<file path="config.mk">
export PLATFORM = sky130hd
export DESIGN_NAME = feed_forward_audio_compressor
export DESIGN_NICKNAME = d
export VERILOG_FILES = /design/src/rtl/fac_pkg.sv /design/src/rtl/feed_forward_audio_compressor.sv /design/src/rtl/fac_rootdiv.sv
export SDC_FILE = /design/constraint.sdc
export NUM_CORES = 2
export LEC_CHECK = 0
export BUFFER_PORTS_ARGS = -buffer_cell sky130_fd_sc_hd__buf_4
export CAP_MARGIN = 20
export CORE_MARGIN = 2
export CORE_UTILIZATION = 35
export CTS_CLUSTER_SIZE = 25
export DETAILED_ROUTE_END_ITERATION = 10
export PLACE_DENSITY_LB_ADDON = 0.3
export SLEW_MARGIN = 40
export SYNTH_ARGS = -nofsm -noshare
export SYNTH_HDL_FRONTEND = slang
export SYNTH_HIERARCHICAL = 1
export SYNTH_SLANG_ARGS = --single-unit
</file>
<file path="constraint.sdc">
create_clock -name clk -period 23.9 [get_ports clk]
set_input_delay 1.195 -clock clk [delete_from_list [all_inputs] [get_ports clk]]
set_output_delay 1.195 -clock clk [all_outputs]
set_load 0.02 [all_outputs]
</file>
<file path="src/rtl/fac_pkg.sv">
// Types and constants for the feed-forward audio compressor.
package fac_pkg;

    localparam int unsigned SAMPLE_W    = 32;
    localparam int unsigned THRESH_W    = 32;
    localparam int unsigned COEF_W      = 24;
    localparam int unsigned MAKEUP_W    = 28;
    localparam int unsigned CFG_DATA_W  = 32;
    localparam int unsigned CFG_INDEX_W = 2;
    localparam int unsigned ROOT_STEPS  = 32;

    localparam logic [CFG_INDEX_W-1:0] REG_THRESHOLD = 2'd0;
    localparam logic [CFG_INDEX_W-1:0] REG_ATTACK    = 2'd1;
    localparam logic [CFG_INDEX_W-1:0] REG_RELEASE   = 2'd2;
    localparam logic [CFG_INDEX_W-1:0] REG_MAKEUP    = 2'd3;

    localparam logic [THRESH_W-1:0] THRESHOLD_RST = 32'd539423517;
    localparam logic [COEF_W-1:0]   ATTACK_RST    = 24'd16568806;
    localparam logic [COEF_W-1:0]   RELEASE_RST   = 24'd16756258;
    localparam logic [MAKEUP_W-1:0] MAKEUP_RST    = 28'd23698445;

    localparam logic [COEF_W:0] COEF_ONE = 25'd16777216;

    typedef enum logic [3:0] {
        S_IDLE,
        S_ENV0,
        S_ENV1,
        S_ENV2,
        S_CMP,
        S_SQ_LOAD,
        S_SQRT,
        S_DV_LOAD,
        S_DIV,
        S_GAIN0,
        S_GAIN1,
        S_OMUL,
        S_OSAT
    } state_t;

    // Command to the bit-serial root / divide unit.
    typedef struct packed {
        logic load;
        logic step;
        logic div_mode;
    } rd_cmd_t;

endpackage

</file>
<file path="src/rtl/feed_forward_audio_compressor.sv">
// Top level of the feed-forward 2:1 audio compressor.
//
// Input channel: in_valid / in_ready carry one signed Q1.31 sample_in per beat.
// Output channel: out_valid / out_ready carry one saturated sample_out per beat,
// one result for every accepted sample, in order.
// Configuration: cfg_we writes cfg_data to register cfg_index (0 threshold,
// 1 attack, 2 release, 3 makeup); write only while the block is idle.
// A sample below threshold goes from the envelope update straight to output
// scaling; above threshold, 32 root steps and 32 divide steps go through
// one shared subtractor, and one 32x32 multiplier is reused for the envelope,
// threshold product, makeup and output scaling. in_ready is low while a sample
// is in work: a new sample is taken only once the last one's result is loaded.
// The finished result sits in an output register; the next sample is accepted
// while it waits. If the receiver stalls, the block holds its last step until
// the register frees up, then continues.
// Reset clears the envelope and loads the default threshold (-12 dBFS),
// 5 ms attack, 50 ms release and +3 dB makeup gain.
module feed_forward_audio_compressor (
    input  logic                                clk,
    input  logic                                rst_n,
    input  logic                                in_valid,
    output logic                                in_ready,
    input  logic signed [fac_pkg::SAMPLE_W-1:0] sample_in,
    output logic                                out_valid,
    input  logic                                out_ready,
    output logic signed [fac_pkg::SAMPLE_W-1:0] sample_out,
    input  logic                                cfg_we,
    input  logic [fac_pkg::CFG_INDEX_W-1:0]     cfg_index,
    input  logic [fac_pkg::CFG_DATA_W-1:0]      cfg_data
);
    import fac_pkg::*;

    state_t state_reg, state_next;

    logic [THRESH_W-1:0] threshold_reg;
    logic [COEF_W-1:0]   attack_reg;
    logic [COEF_W-1:0]   release_reg;
    logic [MAKEUP_W-1:0] makeup_reg;

    logic [31:0]         envelope_reg, envelope_next;
    logic [31:0]         mag_reg, mag_in;
    logic                neg_reg;
    logic [COEF_W-1:0]   coef_reg, coef_in;
    logic [55:0]         acc_reg;
    logic [63:0]         prod_reg;
    logic [MAKEUP_W-1:0] gain_reg, gain_next;
    logic [4:0]          cnt_reg, cnt_next;
    logic                out_valid_reg;
    logic [31:0]         sample_out_reg;

    logic [31:0] mul_a, mul_b;
    logic [57:0] env_sum;
    logic [63:0] gain_sum, out_sum;
    logic [30:0] omag;
    logic [31:0] out_word;
    logic        in_beat, out_free, load_out, load_gain;
    logic        load_env, load_acc;
    rd_cmd_t     rd_cmd;
    logic [31:0] rd_result;

    assign in_ready  = (state_reg == S_IDLE);
    assign in_beat   = in_valid && in_ready;
    assign out_free  = !out_valid_reg || out_ready;
    assign out_valid = out_valid_reg;
    assign sample_out = sample_out_reg;

    assign mag_in  = sample_in[31] ? (32'd0 - sample_in) : sample_in;
    assign coef_in = (mag_in > envelope_reg) ? attack_reg : release_reg;

    assign env_sum       = {2'b00, acc_reg} + {1'b0, prod_reg[56:0]} + 58'd8388608;
    assign envelope_next = env_sum[55:24];
    assign gain_sum      = prod_reg + 64'd2147483648;
    assign gain_next     = gain_sum[59:32];
    assign out_sum       = prod_reg + 64'd8388608;
    assign omag          = (out_sum[63:55] != 9'd0) ? 31'h7FFFFFFF : out_sum[54:24];
    assign out_word      = neg_reg ? (32'd0 - {1'b0, omag}) : {1'b0, omag};

    fac_rootdiv u_rootdiv (
        .clk      (clk),
        .rst_n    (rst_n),
        .cmd      (rd_cmd),
        .radicand ({prod_reg[61:0], 2'b00}),
        .divisor  (envelope_reg),
        .result   (rd_result)
    );

    // Sequencer: picks multiplier operands and drives the root/divide unit.
    always_comb
    begin
        state_next = state_reg;
        cnt_next   = cnt_reg;
        mul_a      = '0;
        mul_b      = '0;
        rd_cmd     = '0;
        load_env   = 1'b0;
        load_acc   = 1'b0;
        load_gain  = 1'b0;
        load_out   = 1'b0;
        unique case (state_reg)
            S_IDLE:
            begin
                if (in_beat)
                    state_next = S_ENV0;
            end
            S_ENV0:
            begin
                mul_a      = {8'd0, coef_reg};
                mul_b      = envelope_reg;
                state_next = S_ENV1;
            end
            S_ENV1:
            begin
                mul_a      = {7'd0, COEF_ONE - {1'b0, coef_reg}};
                mul_b      = mag_reg;
                load_acc   = 1'b1;
                state_next = S_ENV2;
            end
            S_ENV2:
            begin
                load_env   = 1'b1;
                state_next = S_CMP;
            end
            S_CMP:
            begin
                mul_a = threshold_reg;
                mul_b = envelope_reg;
                if (envelope_reg > threshold_reg)
                    state_next = S_SQ_LOAD;
                else
                    state_next = S_OMUL;
            end
            S_SQ_LOAD:
            begin
                rd_cmd.load = 1'b1;
                cnt_next    = 5'(ROOT_STEPS - 1);
                state_next  = S_SQRT;
            end
            S_SQRT:
            begin
                rd_cmd.step = 1'b1;
                cnt_next    = cnt_reg - 5'd1;
                if (cnt_reg == 5'd0)
                    state_next = S_DV_LOAD;
            end
            S_DV_LOAD:
            begin
                rd_cmd.load     = 1'b1;
                rd_cmd.div_mode = 1'b1;
                cnt_next        = 5'(ROOT_STEPS - 1);
                state_next      = S_DIV;
            end
            S_DIV:
            begin
                rd_cmd.step     = 1'b1;
                rd_cmd.div_mode = 1'b1;
                cnt_next        = cnt_reg - 5'd1;
                if (cnt_reg == 5'd0)
                    state_next = S_GAIN0;
            end
            S_GAIN0:
            begin
                mul_a      = rd_result;
                mul_b      = {4'd0, makeup_reg};
                state_next = S_GAIN1;
            end
            S_GAIN1:
            begin
                load_gain  = 1'b1;
                state_next = S_OMUL;
            end
            S_OMUL:
            begin
                mul_a      = mag_reg;
                mul_b      = {4'd0, gain_reg};
                state_next = S_OSAT;
            end
            S_OSAT:
            begin
                // keep the output product in place while the result register is busy
                mul_a = mag_reg;
                mul_b = {4'd0, gain_reg};
                if (out_free)
                begin
                    load_out   = 1'b1;
                    state_next = S_IDLE;
                end
            end
            default:
            begin
                state_next = S_IDLE;
            end
        endcase
    end

    always_ff @(posedge clk or negedge rst_n)
    begin
        if (!rst_n)
        begin
            state_reg     <= S_IDLE;
            cnt_reg       <= '0;
            envelope_reg  <= '0;
            out_valid_reg <= 1'b0;
            threshold_reg <= THRESHOLD_RST;
            attack_reg    <= ATTACK_RST;
            release_reg   <= RELEASE_RST;
            makeup_reg    <= MAKEUP_RST;
        end
        else
        begin
            state_reg <= state_next;
            cnt_reg   <= cnt_next;
            if (load_env)
                envelope_reg <= envelope_next;
            if (load_out)
                out_valid_reg <= 1'b1;
            else if (out_ready)
                out_valid_reg <= 1'b0;
            if (cfg_we)
            begin
                unique case (cfg_index)
                    REG_THRESHOLD: threshold_reg <= cfg_data;
                    REG_ATTACK:    attack_reg    <= cfg_data[COEF_W-1:0];
                    REG_RELEASE:   release_reg   <= cfg_data[COEF_W-1:0];
                    REG_MAKEUP:    makeup_reg    <= cfg_data[MAKEUP_W-1:0];
                    default:       ;
                endcase
            end
        end
    end

    // Datapath registers, no reset needed.
    always_ff @(posedge clk)
    begin
        prod_reg <= mul_a * mul_b;
        if (in_beat)
        begin
            mag_reg  <= mag_in;
            neg_reg  <= sample_in[31];
            coef_reg <= coef_in;
        end
        if (load_acc)
            acc_reg <= prod_reg[55:0];
        if (state_reg == S_CMP)
            gain_reg <= makeup_reg;
        else if (load_gain)
            gain_reg <= gain_next;
        if (load_out)
            sample_out_reg <= out_word;
    end

endmodule

</file>
<file path="src/rtl/fac_rootdiv.sv">
// Bit-serial square root and restoring divide sharing one subtractor.
module fac_rootdiv (
    input  logic             clk,
    input  logic             rst_n,
    input  fac_pkg::rd_cmd_t cmd,
    input  logic [63:0]      radicand,
    input  logic [31:0]      divisor,
    output logic [31:0]      result
);
    import fac_pkg::*;

    logic [32:0] rem_reg, rem_next;
    logic [63:0] bits_reg, bits_next;
    logic [31:0] res_reg, res_next;
    logic [34:0] sub_a, sub_b;
    logic [35:0] diff;
    logic        ge;

    always_comb
    begin
        if (cmd.div_mode)
        begin
            sub_a = {2'b00, rem_reg[31:0], bits_reg[63]};
            sub_b = {3'b000, divisor};
        end
        else
        begin
            sub_a = {rem_reg, bits_reg[63:62]};
            sub_b = {1'b0, res_reg, 2'b01};
        end
        diff = {1'b0, sub_a} - {1'b0, sub_b};
        ge   = !diff[35];

        rem_next  = rem_reg;
        bits_next = bits_reg;
        res_next  = res_reg;
        if (cmd.load)
        begin
            if (cmd.div_mode)
            begin
                // numerator is root << 31: top part root >> 1, then root[0], then zeros
                rem_next  = {2'b00, res_reg[31:1]};
                bits_next = {res_reg[0], 63'd0};
            end
            else
            begin
                rem_next  = '0;
                bits_next = radicand;
            end
            res_next = '0;
        end
        else if (cmd.step)
        begin
            rem_next  = ge ? diff[32:0] : sub_a[32:0];
            res_next  = {res_reg[30:0], ge};
            bits_next = cmd.div_mode ? {bits_reg[62:0], 1'b0} : {bits_reg[61:0], 2'b00};
        end
    end

    always_ff @(posedge clk or negedge rst_n)
    begin
        if (!rst_n)
        begin
            rem_reg  <= '0;
            bits_reg <= '0;
            res_reg  <= '0;
        end
        else
        begin
            rem_reg  <= rem_next;
            bits_reg <= bits_next;
            res_reg  <= res_next;
        end
    end

    assign result = res_reg;

endmodule

</file>
Yosys cells after proc, flatten, opt, wreduce, memory -nomap -nowiden
Cells that the tools add are included.
{ "totals": {"output_inout_bits": 34, "word_cells": 109, "regBits": 516} }
{ "classes": {"reduce_logical": 22, "mux": 37, "eq_ne": 19, "n_addsub": 9, "n_mul": 1, "order_cmp": 2} }
{ "ops": {"columns": ["op", "count"], "rows": [
  ["64-bit 2-to-1 mux", 4],
  ["32-bit case mux with 5 select lines", 1],
  ["32-bit case mux with 4 select lines", 1],
  ["33-bit 2-to-1 mux", 3],
  ["32-bit 2-to-1 mux", 3],
  ["31-bit 2-to-1 mux", 3],
  ["64-bit by 24-bit adder with 64-bit output (second input constant)", 1],
  ["32-bit > comparator", 2],
  ["32-bit by 32-bit multiplier with 64-bit output", 1],
  ["60-bit by 32-bit adder with 60-bit output (second input constant)", 1],
  ["56-bit by 24-bit adder with 56-bit output (second input constant)", 1],
  ["56-bit adder", 1],
  ["28-bit 2-to-1 mux", 2],
  ["4-bit case mux with 13 select lines", 1],
  ["35-bit by 34-bit subtractor with 36-bit output", 1],
  ["35-bit 2-to-1 mux", 1],
  ["34-bit 2-to-1 mux", 1],
  ["1-bit by 31-bit subtractor with 32-bit output (first input constant)", 1],
  ["1-bit by 32-bit subtractor with 32-bit output (first input constant)", 1],
  ["25-bit by 24-bit subtractor with 25-bit output (first input constant)", 1],
  ["24-bit 2-to-1 mux", 1],
  ["4-bit == test (second input constant)", 5],
  ["4-bit 2-to-1 mux", 5],
  ["4-bit by 3-bit == test with 1-bit output (second input constant)", 4],
  ["other kinds (20)", 44]
]} }

Longest topological paths before layout
{ "logic_depth": {"word_depth": 8, "ltp_mapped": 41, "ltp_nobuf": 37} }

Cells and area by module
Netlist, hierarchy kept.
{ "by_module_without_submodules": {"columns": ["module", "instances", "cells_per_inst", "area_per_inst_um2", "seq_area_each_um2"], "rows": [
  ["feed_forward_audio_compressor", 1, 5947, 54571.1, 10299.9],
  ["fac_rootdiv", 1, 1034, 8967.4, 3228.1]
]} }

Least setup slack after synthesis
OpenSTA, ideal clock, no wires.
{ "synth_path": {"path_type": "register to register", "from": "register state_reg[3]", "to": "register prod_reg[58]", "required_ns": 23.828, "arrival_ns": 10.736, "stages_incl_launch_ff": 34, "setup_ns": 0.072, "slack_ns": 13.092, "path_cell_list": "dfrtp_1 > clkbuf_1 > nor2_1 > nand3b_1 > inv_1 > clkbuf_1 > buf_1 > buf_1 > a22oi_1 > clkbuf_1 > nor2_1 > fa_1 > fa_1 > fa_1 > fa_1 > fa_1 > fa_1 > fa_1 > inv_1 > fa_1 > inv_1 > ha_1 > clkbuf_1 > a21o_1 > a21o_1 > a21oi_1 > o21ai_0 > a211oi_1 > nor3_1 > o31ai_1 > o21ai_0 > or2_2 > o31ai_1 > xnor2_1"} }
{ "synth_via": {"elab_chain_cells": 4, "word_cells_on_any_way": 11, "classes_between": "mul: 1; eq/ne: 6; mux: 2; reduce/logical: 2"} }
{ "synth_lines": {"columns": ["element", "line_no", "text"], "rows": [
  ["start, declared", "feed_forward_audio_compressor.sv:33", "state_t state_reg, state_next;"],
  ["start signal, assigned", "feed_forward_audio_compressor.sv:210", "state_reg <= state_next;"],
  ["4-bit == test, or another cell as far along", "feed_forward_audio_compressor.sv:99", "unique case (state_reg)"],
  ["2-bit OR reduction (no line)", null, null],
  ["32-bit case mux with 5 select lines / 32-bit case mux with 4 select lines (equally long branches)", "feed_forward_audio_compressor.sv:99", null],
  ["32-bit by 32-bit multiplier with 64-bit output *", "feed_forward_audio_compressor.sv:234", "prod_reg <= mul_a * mul_b;"],
  ["end signal, assigned", "feed_forward_audio_compressor.sv:234", null],
  ["end, declared", "feed_forward_audio_compressor.sv:45", "logic [63:0] prod_reg;"]
]} }
Every way passes the cells marked *; elsewhere a longest branch is shown, timed or not.
A chain may end at the register's enable or synchronous reset.

Final worst setup path
{ "layout_path": {"from": "register state_reg[2]", "to": "register prod_reg[62]"} }
The elaborated chain is that of the path after synthesis.

==> flow_summary.toml <==
[logic_synthesis]
synth_seq_cells = 516
yosys_warnings = 6
yosysTopAreaCell = "fa_1"
syn-instance-count = 6981
syn_avg_cell_area_um2 = 9.10
synth_cell_types = 94
synth_area_mm2 = 0.0635
yosysSeqAreaShare_pct = 21.3
ys.flop_type = "dfrtp_1"
yosysTopAreaCellShare_pct = 28.3
synth_edf_count = 173
async_flop_share_pct = 54.1
ys_top_cells_by_area = "fa_1, ha_1, dfrtp_1"

[drt]
drc = 0
wl_um = 233000
drt_iter0_markers = 4625
routedWlPerCell_um = 24.8
final_antenna_net_count = 0
dr.pass1.iters = 5
vias = 50800
via_per_inst = 5.43

[die]
core_area_mm2 = 0.181
die_x_um = 430
start_util_pct = 35.2
rows = 156
die_area_mm2 = 0.185
ios = 105
die_y_um = 430

[global_route]
grt_max_degree = 111
grt.total_usage_pct = 25.3
use_met1_pct = 33.9
grt_pass1_wl_um = 349000
grt_use_met3_pct = 4.83
busiest_layer = "met2"
antenna_found_initial = 18
met2_usage_pct = 38.9
overflow = 0
first_global_vias = 51900

[clock_tree]
clk_path_buf_depth = 3
cts_tree = "done"
clockRootBuffer = "clkbuf_16"
cts.repair.resized = 0
insertion_delay_ns = 0.67
postCtsSetupRepairBufs = 0
path_clk_slew_ns = 0.07
hold_buffers = 0
htreeDepth = 2
numCtsBuffers = 57
clock-sinks = 516

[setup_path]
crit_path_max_incr_delay_ns = 0.73
start_kind = "register"
end_kind = "register"
crit_path_frequent_cell = "fa_1"
cp_slowest_cell = "buf_4"
cp_max_fo = 54
crit_family = "adder cells"
crit_buf_inv = 9
cp_data_arrival_time_ns = 12.11
critical_path_class = "reg -> reg"
crit_required_ns = 24.43

[place]
post-dp-hpwl_um = 181000
place_area_mm2 = 0.0674
gp_congestion = 0.996
port_buffers = 104
pre_cts_ws_ns = 12.34

[finish]
fin_nets = 8383
layout_commonest_cell = "inv_1"
layout_common_cells = "inv_1, nand2_1, fa_1, nor2_1, ha_1"
design_area_mm2 = 0.0693
area_growth_pct = 9.11
fillers = 18000
drive_above_1_share_pct = 9.09

[sta]
hold_viol = 0
fin_crit_sh_pct = 48.5
fin_ws_ns = 12.31
worst_pin_slew_ns = 0.933
finClkSkew_ns = 0.0586
rsz0062_at_grt = "no"
period_needed_ns = 11.59
slew_headroom_pct = 37.6
setup_tns_ns = 0
slew_viol_final = 0
setup_viol = 0
max_freq_ghz = 0.0863

[run_status]
status = "completed"

[hold_path]
hold_class = "in -> async"

[job]
max-cap-violations = 0
## cell type report
class                           count  area (um^2)  area share, %
Multi-Input combinational cell   5025        44800           64.6
Sequential cell                   516        13500           19.5
Inverter                         1074         4040           5.83
Tap cell                         2370         2970           4.28
Timing Repair Buffer              266         2040           2.94
Clock buffer                       76         1620           2.34
Clock inverter                     32          313          0.451
Antenna cell                        5         12.5         0.0180
## kinds of logic (layout without fill, tap and decap cells)
group | count (synthesis) | after routing | share of synthesized area [%]
other | 1 | 7 | 0.00590
XOR/XNOR | 237 | 237 | 3.27
multiplexers | 273 | 273 | 4.57
AND/OR/NAND/NOR | 2142 | 2142 | 14.3
flip-flops | 516 | 516 | 21.3
adder cells (fa/ha/maj) | 1372 | 1372 | 37.6
buffers and inverters | 1441 | 1448 | 8.61
AO/OA/AOI/OAI | 999 | 999 | 10.3
## worst paths after layout
path                         startpoint                     end  slack [ns]  cells after the start
setup / recovery           state_reg[2]            prod_reg[62]       12.31                     34
hold / removal                    rst_n   u_rootdiv/rem_reg[19]        0.46                      1
setup reg to reg           state_reg[2]            prod_reg[62]       12.31                     34
hold reg to reg            prod_reg[14]             acc_reg[14]        0.49                      0
max in group asynchronous         rst_n  u_rootdiv/bits_reg[16]       21.74                      3
min in group clk           prod_reg[14]             acc_reg[14]        0.49                      0
## per-layer routing
layer | up-vias | routed length (um)
met5 | - | 41
met4 | 8 | 14600
met3 | 449 | 19500
met2 | 2173 | 102000
met1 | 25800 | 96600
li1 | 22400 | -
## cells in the mapped netlist, types with 32 or more instances
cell type and n:
a31oi_1 32, edfxtp_1 173, a21oi_1 229, a22oi_1 61
mux2i_1 136, mux2_2 137, ha_1 475, dfrtp_1 223
a21o_1 110, dfxtp_1 64, o21ai_0 281, nand4_1 54
nand2b_1 32, clkbuf_1 304, a221o_1 45, fa_1 897
nor3_1 63, xnor2_1 166, nand3_1 103, and3_1 70
dfstp_2 56, xor2_1 71, nand2_1 925, inv_1 1073
nor2_1 763
## per-stage QoR
step	util [%]	std cells	hold WS, ns
after floorplan	-	6982	0.428
after global placement	37.3	9248	0.475
after detailed placement	37.3	9250	0.467
after CTS	38.4	9358	0.448
after global routing	38.4	9360	0.490
final	38.4	9364	0.464
Power is left out: the tool's default activity adds up to more than one toggle a clock period on the data nets, which glitch-free logic cannot reach.
